$ cat src/hw/rtl/tkhm_pkg.sv
package tkhm_pkg;

    localparam int KEY_W       = 16;
    localparam int VAL_W       = 32;
    localparam int BUCKETS_DEF = 64;
    localparam int POOL_DEF    = 256;
    localparam int HASH_MUL    = 31;

    // |key_a*31 + key_b| never exceeds 2**20, so a bias of at least that much
    // makes the hash non-negative and the biased value fits in 22 bits
    localparam int HASH_BIAS_EXP = 20;
    localparam int HASH_W        = 22;

    localparam int QUEUE_DEPTH = 2;

    localparam logic FUNC_INSERT = 1'b0;
    localparam logic FUNC_LOOKUP = 1'b1;

    localparam logic signed [VAL_W-1:0] VALUE_NONE = '1;

    typedef struct packed {
        logic                    func;
        logic signed [KEY_W-1:0] key_a;
        logic signed [KEY_W-1:0] key_b;
        logic signed [VAL_W-1:0] value;
    } req_t;

    typedef struct packed {
        logic [KEY_W-1:0] key_a;
        logic [KEY_W-1:0] key_b;
        logic [VAL_W-1:0] value;
    } entry_t;

    typedef enum logic [1:0] {
        F_IDLE,
        F_MUL,
        F_PROD,
        F_MOD
    } front_state_t;

    typedef enum logic [2:0] {
        B_CLEAR,
        B_IDLE,
        B_HEAD,
        B_WALK,
        B_LINK
    } back_state_t;

endpackage

$ cat src/hw/rtl/tkhm_fifo.sv
module tkhm_fifo #(
    parameter int W = 8
) (
    input  logic         clk,
    input  logic         rst_n,
    input  logic         push,
    input  logic [W-1:0] push_data,
    output logic         full,
    input  logic         pop,
    output logic [W-1:0] pop_data,
    output logic         empty
);
    import tkhm_pkg::*;

    localparam int PTR_W = $clog2(QUEUE_DEPTH);
    localparam int CNT_W = $clog2(QUEUE_DEPTH + 1);

    logic [W-1:0]     slot_reg [QUEUE_DEPTH];
    logic [PTR_W-1:0] wr_ptr_reg, wr_ptr_next;
    logic [PTR_W-1:0] rd_ptr_reg, rd_ptr_next;
    logic [CNT_W-1:0] count_reg, count_next;

    assign full     = (count_reg == CNT_W'(QUEUE_DEPTH));
    assign empty    = (count_reg == '0);
    assign pop_data = slot_reg[rd_ptr_reg];

    always_comb
    begin
        wr_ptr_next = wr_ptr_reg;
        rd_ptr_next = rd_ptr_reg;
        count_next  = count_reg;
        if (push)
        begin
            wr_ptr_next = (wr_ptr_reg == PTR_W'(QUEUE_DEPTH - 1)) ? '0 : wr_ptr_reg + 1'b1;
        end
        if (pop)
        begin
            rd_ptr_next = (rd_ptr_reg == PTR_W'(QUEUE_DEPTH - 1)) ? '0 : rd_ptr_reg + 1'b1;
        end
        if (push && !pop)
        begin
            count_next = count_reg + 1'b1;
        end
        else if (pop && !push)
        begin
            count_next = count_reg - 1'b1;
        end
    end

    always_ff @(posedge clk or negedge rst_n)
    begin
        if (!rst_n)
        begin
            wr_ptr_reg <= '0;
            rd_ptr_reg <= '0;
            count_reg  <= '0;
        end
        else
        begin
            wr_ptr_reg <= wr_ptr_next;
            rd_ptr_reg <= rd_ptr_next;
            count_reg  <= count_next;
        end
    end

    always_ff @(posedge clk)
    begin
        if (push)
        begin
            slot_reg[wr_ptr_reg] <= push_data;
        end
    end

endmodule

$ cat config.mk
export PLATFORM = sky130hd
export DESIGN_NAME = tkhm_fifo
export DESIGN_NICKNAME = d
export VERILOG_FILES = /design/src/hw/rtl/tkhm_pkg.sv /design/src/hw/rtl/tkhm_fifo.sv
export SDC_FILE = /design/constraint.sdc
export NUM_CORES = 1
export LEC_CHECK = 0
export BUFFER_PORTS_ARGS = -buffer_cell sky130_fd_sc_hd__buf_2
export CORE_MARGIN = 2
export CORE_UTILIZATION = 52
export DETAILED_ROUTE_END_ITERATION = 8
export PLACE_DENSITY = 0.8
export RECOVER_POWER = 25
export SLEW_MARGIN = 20
export SYNTH_ARGS = -nofsm -noshare
export SYNTH_HDL_FRONTEND = slang
export SYNTH_SLANG_ARGS = --single-unit
export TNS_END_PERCENT = 50
$ cat constraint.sdc
create_clock -name clk -period 2.15 [get_ports clk]
set_input_delay 0.215 -clock clk [delete_from_list [all_inputs] [get_ports clk]]
set_output_delay 0.215 -clock clk [all_outputs]
set_load 0.02 [all_outputs]
After elaboration in Yosys (flattened, before gate mapping)
Memories as Yosys holds them, arrays and structs flattened.
Index checks and enable logic that the tools add are counted.
{ "word_totals": {"ff_bits": 4, "input_bits": 12, "elab_cells": 21, "memories": 1, "mem_bits_rw": 16} }
{ "mem_list": {"columns": ["name", "words", "word_bits", "read_ports", "rd_ports_with_merged_regs", "write_ports", "line_no", "source"], "rows": [
  ["slot_reg", 2, 8, 1, 0, 1, "tkhm_fifo.sv:18", "logic [W-1:0] slot_reg [QUEUE_DEPTH];"]
]} }
{ "classes": {"n_eq_ne": 1, "n_addsub": 4, "muxes": 6, "reduce_logical": 6} }
{ "ops": {"columns": ["operator", "count"], "rows": [
  ["1-bit two-way mux", 4],
  ["2-bit two-way mux", 2],
  ["1-bit adder (second input constant)", 2],
  ["2-bit by 1-bit adder with 2-bit output (second input constant)", 1],
  ["2-bit == test (second input constant)", 1],
  ["1-bit logical AND", 2],
  ["1-bit logical NOT", 2],
  ["2-bit logical NOT", 1],
  ["2-bit nonzero test", 1],
  ["2-bit by 1-bit subtractor with 2-bit output (second input constant)", 1]
]} }

Depth between registers and ports, before layout
{ "depth": {"ltp_word": 4, "depth_mapped": 5, "depth_no_buf": 5} }

Worst setup path before layout
OpenSTA, ideal clock, no wires.
{ "synth_timing": {"kind": "flip-flop to flip-flop", "startpoint": "register wr_ptr_reg", "endpoint": "memory slot_reg[0][0] (enable)", "arrival_ps": 789, "synth_period_minus_slack_ps": 1162, "stages_incl_launch_ff": 2, "t_required_ps": 1777, "setup_ps": 373, "slack_ps": 988, "path_cell_list": "dfrtp_1 nor2b_1"} }
{ "synth_rtl": {"columns": ["element", "line_no", "source"], "rows": [
  ["start, declared", "tkhm_fifo.sv:19", "logic [PTR_W-1:0] wr_ptr_reg, wr_ptr_next;"],
  ["start signal, assigned", "tkhm_fifo.sv:60", "wr_ptr_reg <= wr_ptr_next;"],
  ["end, declared", "tkhm_fifo.sv:18", null]
]} }
Straight into the memory's write port.

Worst setup path after layout
{ "layout_timing": {"startpoint": "register rd_ptr_reg", "endpoint": "output pop_data[0]"} }
{ "layout_via": {"elab_chain_cells": 1} }
{ "layout_lines": {"columns": ["element", "line_no", "source"], "rows": [
  ["start, declared", "tkhm_fifo.sv:20", "logic [PTR_W-1:0] rd_ptr_reg, rd_ptr_next;"],
  ["start signal, assigned", "tkhm_fifo.sv:61", "rd_ptr_reg <= rd_ptr_next;"],
  ["memory 2 x 8 bit", null, null],
  ["end, declared", "tkhm_fifo.sv:10", "output logic [W-1:0] pop_data,"]
]} }
Every way passes these cells.

==> key figures <==
GRT
  • Largest net degree at the start of global routing: 12
  • GRT overflow: 0
  • Gr usage total: between 10% and 20%
  • Initial antenna violation count: 0
  • First-pass GRT wire length: 1870 um
  • Number of global-route vias before repair: ~410

Yosys
  • Post-Syn Area per Cell: 18.8 um^2
  • Top cell type's share of synthesized area: between 60% and 70%
  • Synth top cells by count: edfxtp_1 (16), mux2_2 (8), dfrtp_1 (4), xor2_1 (4), nor2_1 (2)
  • Synth area leaders: edfxtp_1 (62%), dfrtp_1 (13%), mux2_2 (12%)
  • #FFs+latches synth: 20
  • Synth area leader: edfxtp_1
  • Post-synth EDFFs: 16
  • Synthesized instance count: 41
  • Synth Flop Type: edfxtp_1
  • Top-count cell post-synth: edfxtp_1
  • Synth Net Count: 54
  • Distinct cells, synth: 12
  • Async set-reset flop share out of synthesis: around 20%
  • Post-Syn Area: between 700 and 800 um^2
  • Warning count from the yosys run: 0
  • Post-synthesis sequential area ratio: roughly three quarters

Critical path
  • CP arrival: roughly 1400 ps
  • CP Capture Type: primary output
  • Critical path type: reg2out
  • Startpoint types: flop
  • Worst Path Max Fanout: 9
  • CP required: 1930 ps
  • Worst R2R Path Depth: 1

CTS
  • Root buffer cell: clkbuf_4
  • Num CTS Buffers: 3
  • CTS sink count: 20
  • PostCTS Resize Cnt: 0
  • Clock latency at the later pin of the worst-skew pair: about 290 ps
  • CTS HTree Levels: 1
  • Clk pin slew, worst setup/hold paths: around 110 ps
  • Maximum root-to-sink buffer count: 2
  • CTS hold repair buffers: 1
  • CTS tree: built
  • Setup Fix Bufs, Post-CTS: 0

Run
  • Max-Cap Viols: 0

Detailed routing
  • DR pass1 iterations: 2
  • WL met2: 571 um
  • Iteration-0 DRC Markers: 2
  • DRC violations left: 0
  • Routed length on met1: roughly 480 um
  • Routed len/inst: ~14 um
  • Vias per cell: ~4.8
  • Routed Antenna Nets: 0
  • Top sig layer: met3
  • Metal3 WL: approximately 47 um
  • Routed WL: 1100 um
  • Total number of vias: 387

Power and ir drop
  • Pwr dens: 1260 nW/um^2
  • Switching pwr: a little under 0.0004 W
  • Clock power frac: between 10 and 15%
  • Internal power: about 0.00076 W
  • Leak Pwr: 0.374 nW
  • VDD IR max: 755 uV
  • Sequential Power Share: between 50% and 60%
  • Comb power frac: 33.1%
  • Switching share of power: around a third
  • Pwr Total: ~0.0012 W

STA
  • Worst Hold Slack: 104 ps
  • Slew Viols, Final: 0
  • Period minus WS final: roughly 1600 ps
  • Fmax: 616 MHz
  • Worst-margin pin slew: approximately 700 ps
  • TNS Setup: 0 ps
  • Final period util: around 76%
  • Clk_skew: between 7 and 8 ps
  • Setup ws final: between 500 and 600 ps
  • Final Hold Fails: 0
  • RSZ-0062 raised after global routing: false
  • Setup violators final: 0
  • Slew Limit Headroom: 53.9%

Floorplan
  • Core area: about 1400 um^2
  • Ports: 22
  • Die Y-Extent: around 43 um
  • Die width: 42.5 um
  • Initial Utilization: between 50% and 60%
  • Die Area: 1810 um^2
  • Row cnt: 13

Layout
  • Synth-to-Final Area Change: 19.0%
  • Nets: 80
  • Largest register FFs: 16
  • Antenna Diode Count: 0
  • Fillers: just over 100
  • Layout cells sized above 1: a little under half

Place
  • Port Buffers: 21
  • Gpl congestion: ~0.66
  • Dpl hpwl: just over 800 um
  • Setup WS pre-CTS: 798 ps

Hold path
  • Hold Path Class: in2reg
  • Hold Crit Depth: 1

Run status
  • Status: completed
## worst max-delay path: stages (launching register included)
cell and delay (ps):
dfrtp_1 590, mux2_2 380, buf_2 160
## power by group through the flow
| stage | Combinational [W] | Clock (W) | Sequential, W |
|---|---|---|---|
| floorplan | 0.000319 | 0 | 0.000569 |
| global placement | 0.000376 | 0 | 0.000604 |
| detailed placement | 0.000385 | 0 | 0.000612 |
| CTS | 0.000389 | 0.000176 | 0.000604 |
| global route | 0.000410 | 0.000195 | 0.000616 |
| finish | 0.000381 | 0.000170 | 0.000600 |
## layout by cell type (no fill, tap or decap), drive strengths merged
master,instances
and2b,1
clkinv,1
nor2,2
dlygate4sd3,1
ha,1
inv,1
nor2b,1
and2,1
dfrtp,4
edfxtp,16
mux2,8
buf,19
clkbuf,5
xor2,4
xnor2,1
## cells by family after synthesis
kind of cell | Yosys count | synth area share, %
flops | 20 | 75.3
mux | 8 | 11.7
xor+xnor | 5 | 5.68
simple gates | 5 | 3.74
buf+inv | 2 | 1.95
fa+ha+maj | 1 | 1.62
## metrics by stage
stage | cells | area, um^2 | utilization (%)
floorplan | 41 | 771 | -
global route | 81 | 917 | 67.9
finish | 81 | 917 | 67.9
global placement | 76 | 883 | 65.4
CTS | 81 | 920 | 68.1
detailed placement | 76 | 883 | 65.4
## worst paths after layout
path	start	end	slack, ps
max reg2reg	wr_ptr_reg	slot_reg[0][6]	810
min	push_data[2]	slot_reg[0][2]	100
min in group asynchronous	rst_n	wr_ptr_reg	250
max in group asynchronous	rst_n	rd_ptr_reg	1770
min reg2reg	wr_ptr_reg	wr_ptr_reg	510
max	rd_ptr_reg	pop_data[0]	530
## cell type report
class	instances	area (um^2)	area share, %
repair buffers	22	113	12.3
flip-flops and latches	20	581	63.3
clock inverters	1	3.75	0.409
inverters	1	3.75	0.409
multi-input cells	19	175	19.1
clock buffers	3	22.5	2.46
well taps	15	18.8	2.05
## routing by layer
layer  global-route usage (%)  up-vias
li1                         -      197
met1                     18.0      177
met2                     24.3       13
met3                     3.88        0
met4                     5.63        0
met5                        0        -
(Power assumes the default switching activity.)
