### config.mk
export PLATFORM = sky130hd
export DESIGN_NAME = tkhm_front
export DESIGN_NICKNAME = d
export VERILOG_FILES = /design/src/hw/rtl/tkhm_pkg.sv /design/src/hw/rtl/tkhm_front.sv
export SDC_FILE = /design/constraint.sdc
export NUM_CORES = 1
export LEC_CHECK = 0
export BUFFER_PORTS_ARGS = -buffer_cell sky130_fd_sc_hd__buf_2
export CAP_MARGIN = 20
export CORE_ASPECT_RATIO = 0.5
export CORE_MARGIN = 2
export CORE_UTILIZATION = 40
export DETAILED_ROUTE_END_ITERATION = 8
export GPL_TIMING_DRIVEN = 0
export PLACE_DENSITY = 0.72
export SLEW_MARGIN = 10
export SYNTH_ARGS = -nofsm -noshare
export SYNTH_HDL_FRONTEND = slang
export SYNTH_SLANG_ARGS = --single-unit
export TNS_END_PERCENT = 50
### constraint.sdc
create_clock -name clk -period 2.75 [get_ports clk]
set_clock_uncertainty 0.15 [all_clocks]
set_input_delay 0.1375 -clock clk [delete_from_list [all_inputs] [get_ports clk]]
set_output_delay 0.1375 -clock clk [all_outputs]
set_load 0.005 [all_outputs]
### src/hw/rtl/tkhm_pkg.sv
package tkhm_pkg;

    localparam int KEY_W       = 16;
    localparam int VAL_W       = 32;
    localparam int BUCKETS_DEF = 64;
    localparam int POOL_DEF    = 256;
    localparam int HASH_MUL    = 31;

    // |key_a*31 + key_b| never exceeds 2**20, so a bias of at least that much
    // makes the hash non-negative and the biased value fits in 22 bits
    localparam int HASH_BIAS_EXP = 20;
    localparam int HASH_W        = 22;

    localparam int QUEUE_DEPTH = 2;

    localparam logic FUNC_INSERT = 1'b0;
    localparam logic FUNC_LOOKUP = 1'b1;

    localparam logic signed [VAL_W-1:0] VALUE_NONE = '1;

    typedef struct packed {
        logic                    func;
        logic signed [KEY_W-1:0] key_a;
        logic signed [KEY_W-1:0] key_b;
        logic signed [VAL_W-1:0] value;
    } req_t;

    typedef struct packed {
        logic [KEY_W-1:0] key_a;
        logic [KEY_W-1:0] key_b;
        logic [VAL_W-1:0] value;
    } entry_t;

    typedef enum logic [1:0] {
        F_IDLE,
        F_MUL,
        F_PROD,
        F_MOD
    } front_state_t;

    typedef enum logic [2:0] {
        B_CLEAR,
        B_IDLE,
        B_HEAD,
        B_WALK,
        B_LINK
    } back_state_t;

endpackage

### src/hw/rtl/tkhm_front.sv
module tkhm_front #(
    parameter int BUCKETS = tkhm_pkg::BUCKETS_DEF
) (
    input  logic                         clk,
    input  logic                         rst_n,
    input  logic                         accept,
    input  tkhm_pkg::req_t               req,
    output logic                         busy,
    output logic                         push_valid,
    input  logic                         push_ready,
    output tkhm_pkg::req_t               item,
    output logic [$clog2(BUCKETS)-1:0]   bucket
);
    import tkhm_pkg::*;

    localparam int BW    = $clog2(BUCKETS);
    localparam int HW    = HASH_W + 2;
    localparam int BIAS  = BUCKETS * ((2**HASH_BIAS_EXP + BUCKETS - 1) / BUCKETS);
    localparam int SHIFT = HASH_W + BW;
    localparam int RW    = HASH_W + 2;
    localparam logic [RW-1:0] RECIP = RW'((64'd1 << SHIFT) / 64'(BUCKETS));

    front_state_t state_reg, state_next;

    req_t              req_reg;
    logic [HASH_W-1:0] u_reg;
    logic [HASH_W-1:0] q_reg;
    logic [HASH_W-1:0] qb_reg;

    logic signed [HW-1:0]     ka_x, kb_x, h_sum;
    logic [HASH_W+RW-1:0]     prod_full;
    logic [HASH_W-1:0]        q_next;
    logic [HASH_W-1:0]        qb_next;
    logic [HASH_W-1:0]        rem_raw, rem_fix;

    // biased hash, always non-negative
    assign ka_x  = HW'(req.key_a);
    assign kb_x  = HW'(req.key_b);
    assign h_sum = ka_x * HW'(HASH_MUL) + kb_x + HW'(BIAS);

    // quotient estimate by reciprocal, low by at most one
    assign prod_full = u_reg * RECIP;
    assign q_next    = HASH_W'(prod_full >> SHIFT);
    assign qb_next   = HASH_W'(q_reg * HASH_W'(BUCKETS));
    assign rem_raw   = u_reg - qb_reg;
    assign rem_fix   = (rem_raw >= HASH_W'(BUCKETS)) ? rem_raw - HASH_W'(BUCKETS) : rem_raw;

    always_comb
    begin
        state_next = state_reg;
        case (state_reg)
            F_IDLE:
            begin
                if (accept)
                begin
                    state_next = F_MUL;
                end
            end
            F_MUL:  state_next = F_PROD;
            F_PROD: state_next = F_MOD;
            F_MOD:
            begin
                if (push_ready)
                begin
                    state_next = F_IDLE;
                end
            end
            default: state_next = F_IDLE;
        endcase
    end

    always_comb
    begin
        busy       = 1'b1;
        push_valid = 1'b0;
        case (state_reg)
            F_IDLE: busy = 1'b0;
            F_MOD:  push_valid = 1'b1;
            default:
            begin
                busy       = 1'b1;
                push_valid = 1'b0;
            end
        endcase
    end

    always_ff @(posedge clk or negedge rst_n)
    begin
        if (!rst_n)
        begin
            state_reg <= F_IDLE;
        end
        else
        begin
            state_reg <= state_next;
        end
    end

    always_ff @(posedge clk)
    begin
        if (accept)
        begin
            req_reg <= req;
            u_reg   <= h_sum[HASH_W-1:0];
        end
        q_reg  <= q_next;
        qb_reg <= qb_next;
    end

    assign item   = req_reg;
    assign bucket = rem_fix[BW-1:0];

endmodule

# Yosys cells after proc, flatten, opt, wreduce, memory -nomap -nowiden
# Cells that the tools add are included.
dict set report op_classes {
  mul 1
  n_bitwise 0
  div 0
  n_eq_ne 5
  muxes 6
  shift 0
  order_cmp 1
  reduce_logical 2
  n_addsub 4
}
# operator n
set ops {}
lappend ops {{$add 22x16->22} 1}
lappend ops {{$add 22x22->22 const B} 1}
lappend ops {{$ge 22x7->1 const B} 1}
lappend ops {{$mul 16x6->22 const B} 1}
lappend ops {{$sub 22x22->22} 1}
lappend ops {{$pmux 2 s4} 1}
lappend ops {{$mux 6} 1}
lappend ops {{$sub 6x1->6 const B} 1}
lappend ops {{$eq 2x2->1 const B} 2}
lappend ops {{$mux 2} 2}
lappend ops {{$ne 2x2->1 const B} 2}
lappend ops {{$eq 2x1->1 const B} 1}
lappend ops {{$logic_not 2->1} 1}
lappend ops {{$mux 1} 2}
lappend ops {{$reduce_and 2->1} 1}
dict set report word_totals {
  out_inout_bits 73
  ram_bits 0
  romBits 0
  latch_bits 0
  input_bits 69
  mem_count 0
  reg_bits 121
}

# Logic depth before layout (Yosys ltp)
dict set report depth {
  ltp_word 3
  depth_mapped 11
  depth_no_buf 11
}

# Worst setup path before layout
# Ideal clock, no wire load.
dict set report synth_timing {
  kind {in2reg}
  start {in req[50] in the netlist's numbering}
  end {reg u_reg[5] (data pin)}
  setup_ns 0.260
  stages 10
  t_required_ns 2.340
  arrival_time_ns 2.657
  n_path_buf 0
  slack_ns -0.316
  path_cell_list {fa_1 ha_1 inv_1 fa_1 fa_1 inv_1 ha_1 a21oi_1 xnor2_1 xnor2_1}
}
dict set report synth_via {
  elab_chain_len 3
}
# item line_no
set synth_rtl {}
lappend synth_rtl {{start: declaration} tkhm_front.sv:7} ;# input tkhm_pkg::req_t req,
lappend synth_rtl {{$mul 16x6->22} tkhm_front.sv:39} ;# assign h_sum = ka_x * HW'(HASH_MUL) + kb_x + HW'(BIAS);
lappend synth_rtl {{$add 22x16->22} tkhm_front.sv:39}
lappend synth_rtl {{$add 22x22->22} tkhm_front.sv:39}
lappend synth_rtl {{via h_sum[5]} tkhm_front.sv:30} ;# logic signed [HW-1:0] ka_x, kb_x, h_sum;
lappend synth_rtl {{end signal: assignment} tkhm_front.sv:104} ;# u_reg <= h_sum[HASH_W-1:0];
lappend synth_rtl {{end: declaration} tkhm_front.sv:26} ;# logic [HASH_W-1:0] u_reg;
# The timed path passes the listed nets, and every way through them passes these cells.
# A chain may end at the register's enable or synchronous reset.

# Final worst setup path
# Ends and elaborated chain as after synthesis.

==> flow_summary.ini <==
[layout]
final_net_count = 455
design_area_um2 = 4660
fillCellCount = 454
area_growth_pct = 67.3
largest_register_ffs = 65
final_cell_mix = 137 x buf_2, 71 x edfxtp_1, 67 x dlygate4sd3_1
diodes = 0
drive_above_1_share_pct = 46.8
final_common_cell = buf_2

[clock_tree]
cts_root_buf = clkbuf_16
cts_tree = done
cts_max_path_buffers = 2
cts-htree-levels = 3
cts.sinks = 73
insertion_delay_ps = 320
clk_pin_slew_ps = 60
numCtsBuffers = 9

[setup_path]
slowest_delay_ps = 580
crit_required_ps = 2660
end_kind = flop
cp-start-kind = primary input
cp.arrival_ps = 2770
path_delay_family = adder cells
worstPathCellList = buf_6, fa_2, ha_4, ha_4, inv_2, fa_1, inv_1, ha_1, a21o_1, a21oi_2, xnor2_1, xnor2_1
crit_fanout = 5
critPathSlowestCell = fa_2
crit_buf_inv = 3
critPathKind = in2reg

[floorplanning]
die_y_um = 63.0
dieArea_um2 = 7690
coreArea_um2 = 6700
rows = 21
start_util_pct = 41.6
ios = 142
die_width_um = 122

[sta]
whs_ps = 60.8
fin_setup_tns_ps = -108
tightestPinTransition_ps = 875
fmax_ghz = 0.350
setup_viol = 1
hold_violations = 0
finalMaxSlewViolations = 0
relSlewSlack_pct = 41.7
post-route-period-util_pct = 104
layout_min_cycle_time_ps = 2860
layout_setup_ws_ps = -108
rsz0062_at_grt = true

[synthesis]
ys_warn_count = 0
ys_types = 11
netlist_instances = 136
yosysTopAreaCell = edfxtp_1
ys_seq_elements = 73
syn_area_um2 = 2790
syn_nets = 232
avgSynthCellArea_um2 = 20.5
yosysTopAreaCellShare_pct = 76.5
synth.area.top_cells = edfxtp_1 77%, ha_1 9.0%, fa_1 5.0%
yosysSeqAreaShare_pct = 78.3

[global_routing]
first_global_vias = 2066
grt_max_degree = 73
antenna_found_initial = 0
grt-ovfl-total = 0
grt_pass1_wl_um = 10000
grt_usage_pct = 17.6

[hold_path]
hold_path.class = in2reg

[detailed_routing]
dr.pass1.iters = 4
drt_iter0_drc = 119
wirelength_um = 6610
postRouteAntennaNets = 0
wl_per_cell_um = 14.5
vias = 1971
drcViolationCount = 0
viasPerCell = 4.33

[power_and_ir_drop]
p_leak_uw = 0.00203
p_per_area_nw_per_um2 = 674
finalPower_uw = 3140
peakVddDrop_uv = 353

[outcome]
outcome = finished with violations
violations = setup timing

[place]
dp_hpwl_um = 3960
numPortBuffers = 141
place.gp.congestion = 0.713
postPlaceCellArea_um2 = 3620

[flow_run]
drv_cap = 0
## worst min-delay path: stages
cell and delay, ps:
buf_2 70, o22ai_1 110, a21oi_1 170
## where the power goes
group | leakage, uW | switching [uW] | internal (uW)
sequential | 0.000718 | 37.9 | 1370
clock | 0.000131 | 412 | 599
combinational | 0.00118 | 318 | 397
## worst paths after layout
kind	from	endpoint	slack (ps)	cells past startpoint
worst max-delay path	req[50]	u_reg[5]$_DFFE_PP_	-110	12
worst min-delay path	push_ready	state_reg[0]$_DFFE_PN0P_	60	3
worst max register to register	state_reg[0]$_DFFE_PN0P_	state_reg[1]$_DFFE_PN0P_	1220	5
worst min register to register	state_reg[1]$_DFFE_PN0P_	state_reg[1]$_DFFE_PN0P_	430	1
max in group asynchronous	rst_n	state_reg[0]$_DFFE_PN0P_	1780	3
min in group asynchronous	rst_n	state_reg[1]$_DFFE_PN0P_	540	3
## layer usage
metal	up-vias	GRT usage [%]	part of all wire, %
met5	-	0	0
met4	0	8.05	2.1
met3	14	5.11	4.6
li1	937	-	-
met1	959	17.1	35
met2	61	34.4	59
## Yosys cell counts (all sizes together)
cell type	n
mux2	1
o22ai	1
nor3	1
dfrtp	2
xnor2	12
a21o	1
a21oi	2
ha	20
edfxtp	71
fa	7
inv	18
## layout make-up
cell class,count,area (um^2),share of cell area [%]
multi-input cells,45,592,12.7
inverters,18,67.6,1.45
clock inverters,6,36.3,0.779
repair buffers,212,1440,30.9
flip-flops and latches,73,2180,46.8
well taps,92,115,2.47
clock buffers,9,225,4.83
## metrics by stage
stage	std cells	setup WS (ps)	util, %
after CTS	452	-125	68.4
after global routing	455	-188	69.5
after floorplan	136	-176	-
after detailed placement	369	-515	54.1
after global placement	369	-441	54.1
final	455	-108	69.5
## cell families (layout without fill, tap and decap cells)
group | count (synthesis) | after routing | synth area share, %
DFF | 73 | 73 | 78.3
adders and majority gates | 27 | 27 | 14.0
buffers and inverters | 18 | 245 | 2.43
xor gates and xnor gates | 12 | 12 | 3.77
AOI/OAI and AO/OA | 4 | 4 | 0.854
muxes | 1 | 1 | 0.404
and+or+nand+nor | 1 | 1 | 0.180
## repair_timing
item                                    in CTS  in global routing
pin swaps                                    8                 11
buffers inserted                             1                  3
hold buffers                                67                  0
gates resized for setup                      7                 10
endpoints found under the setup margin       1                  1
endpoints found under the hold margin       68                  0
Power figures use the tool's default switching activity.
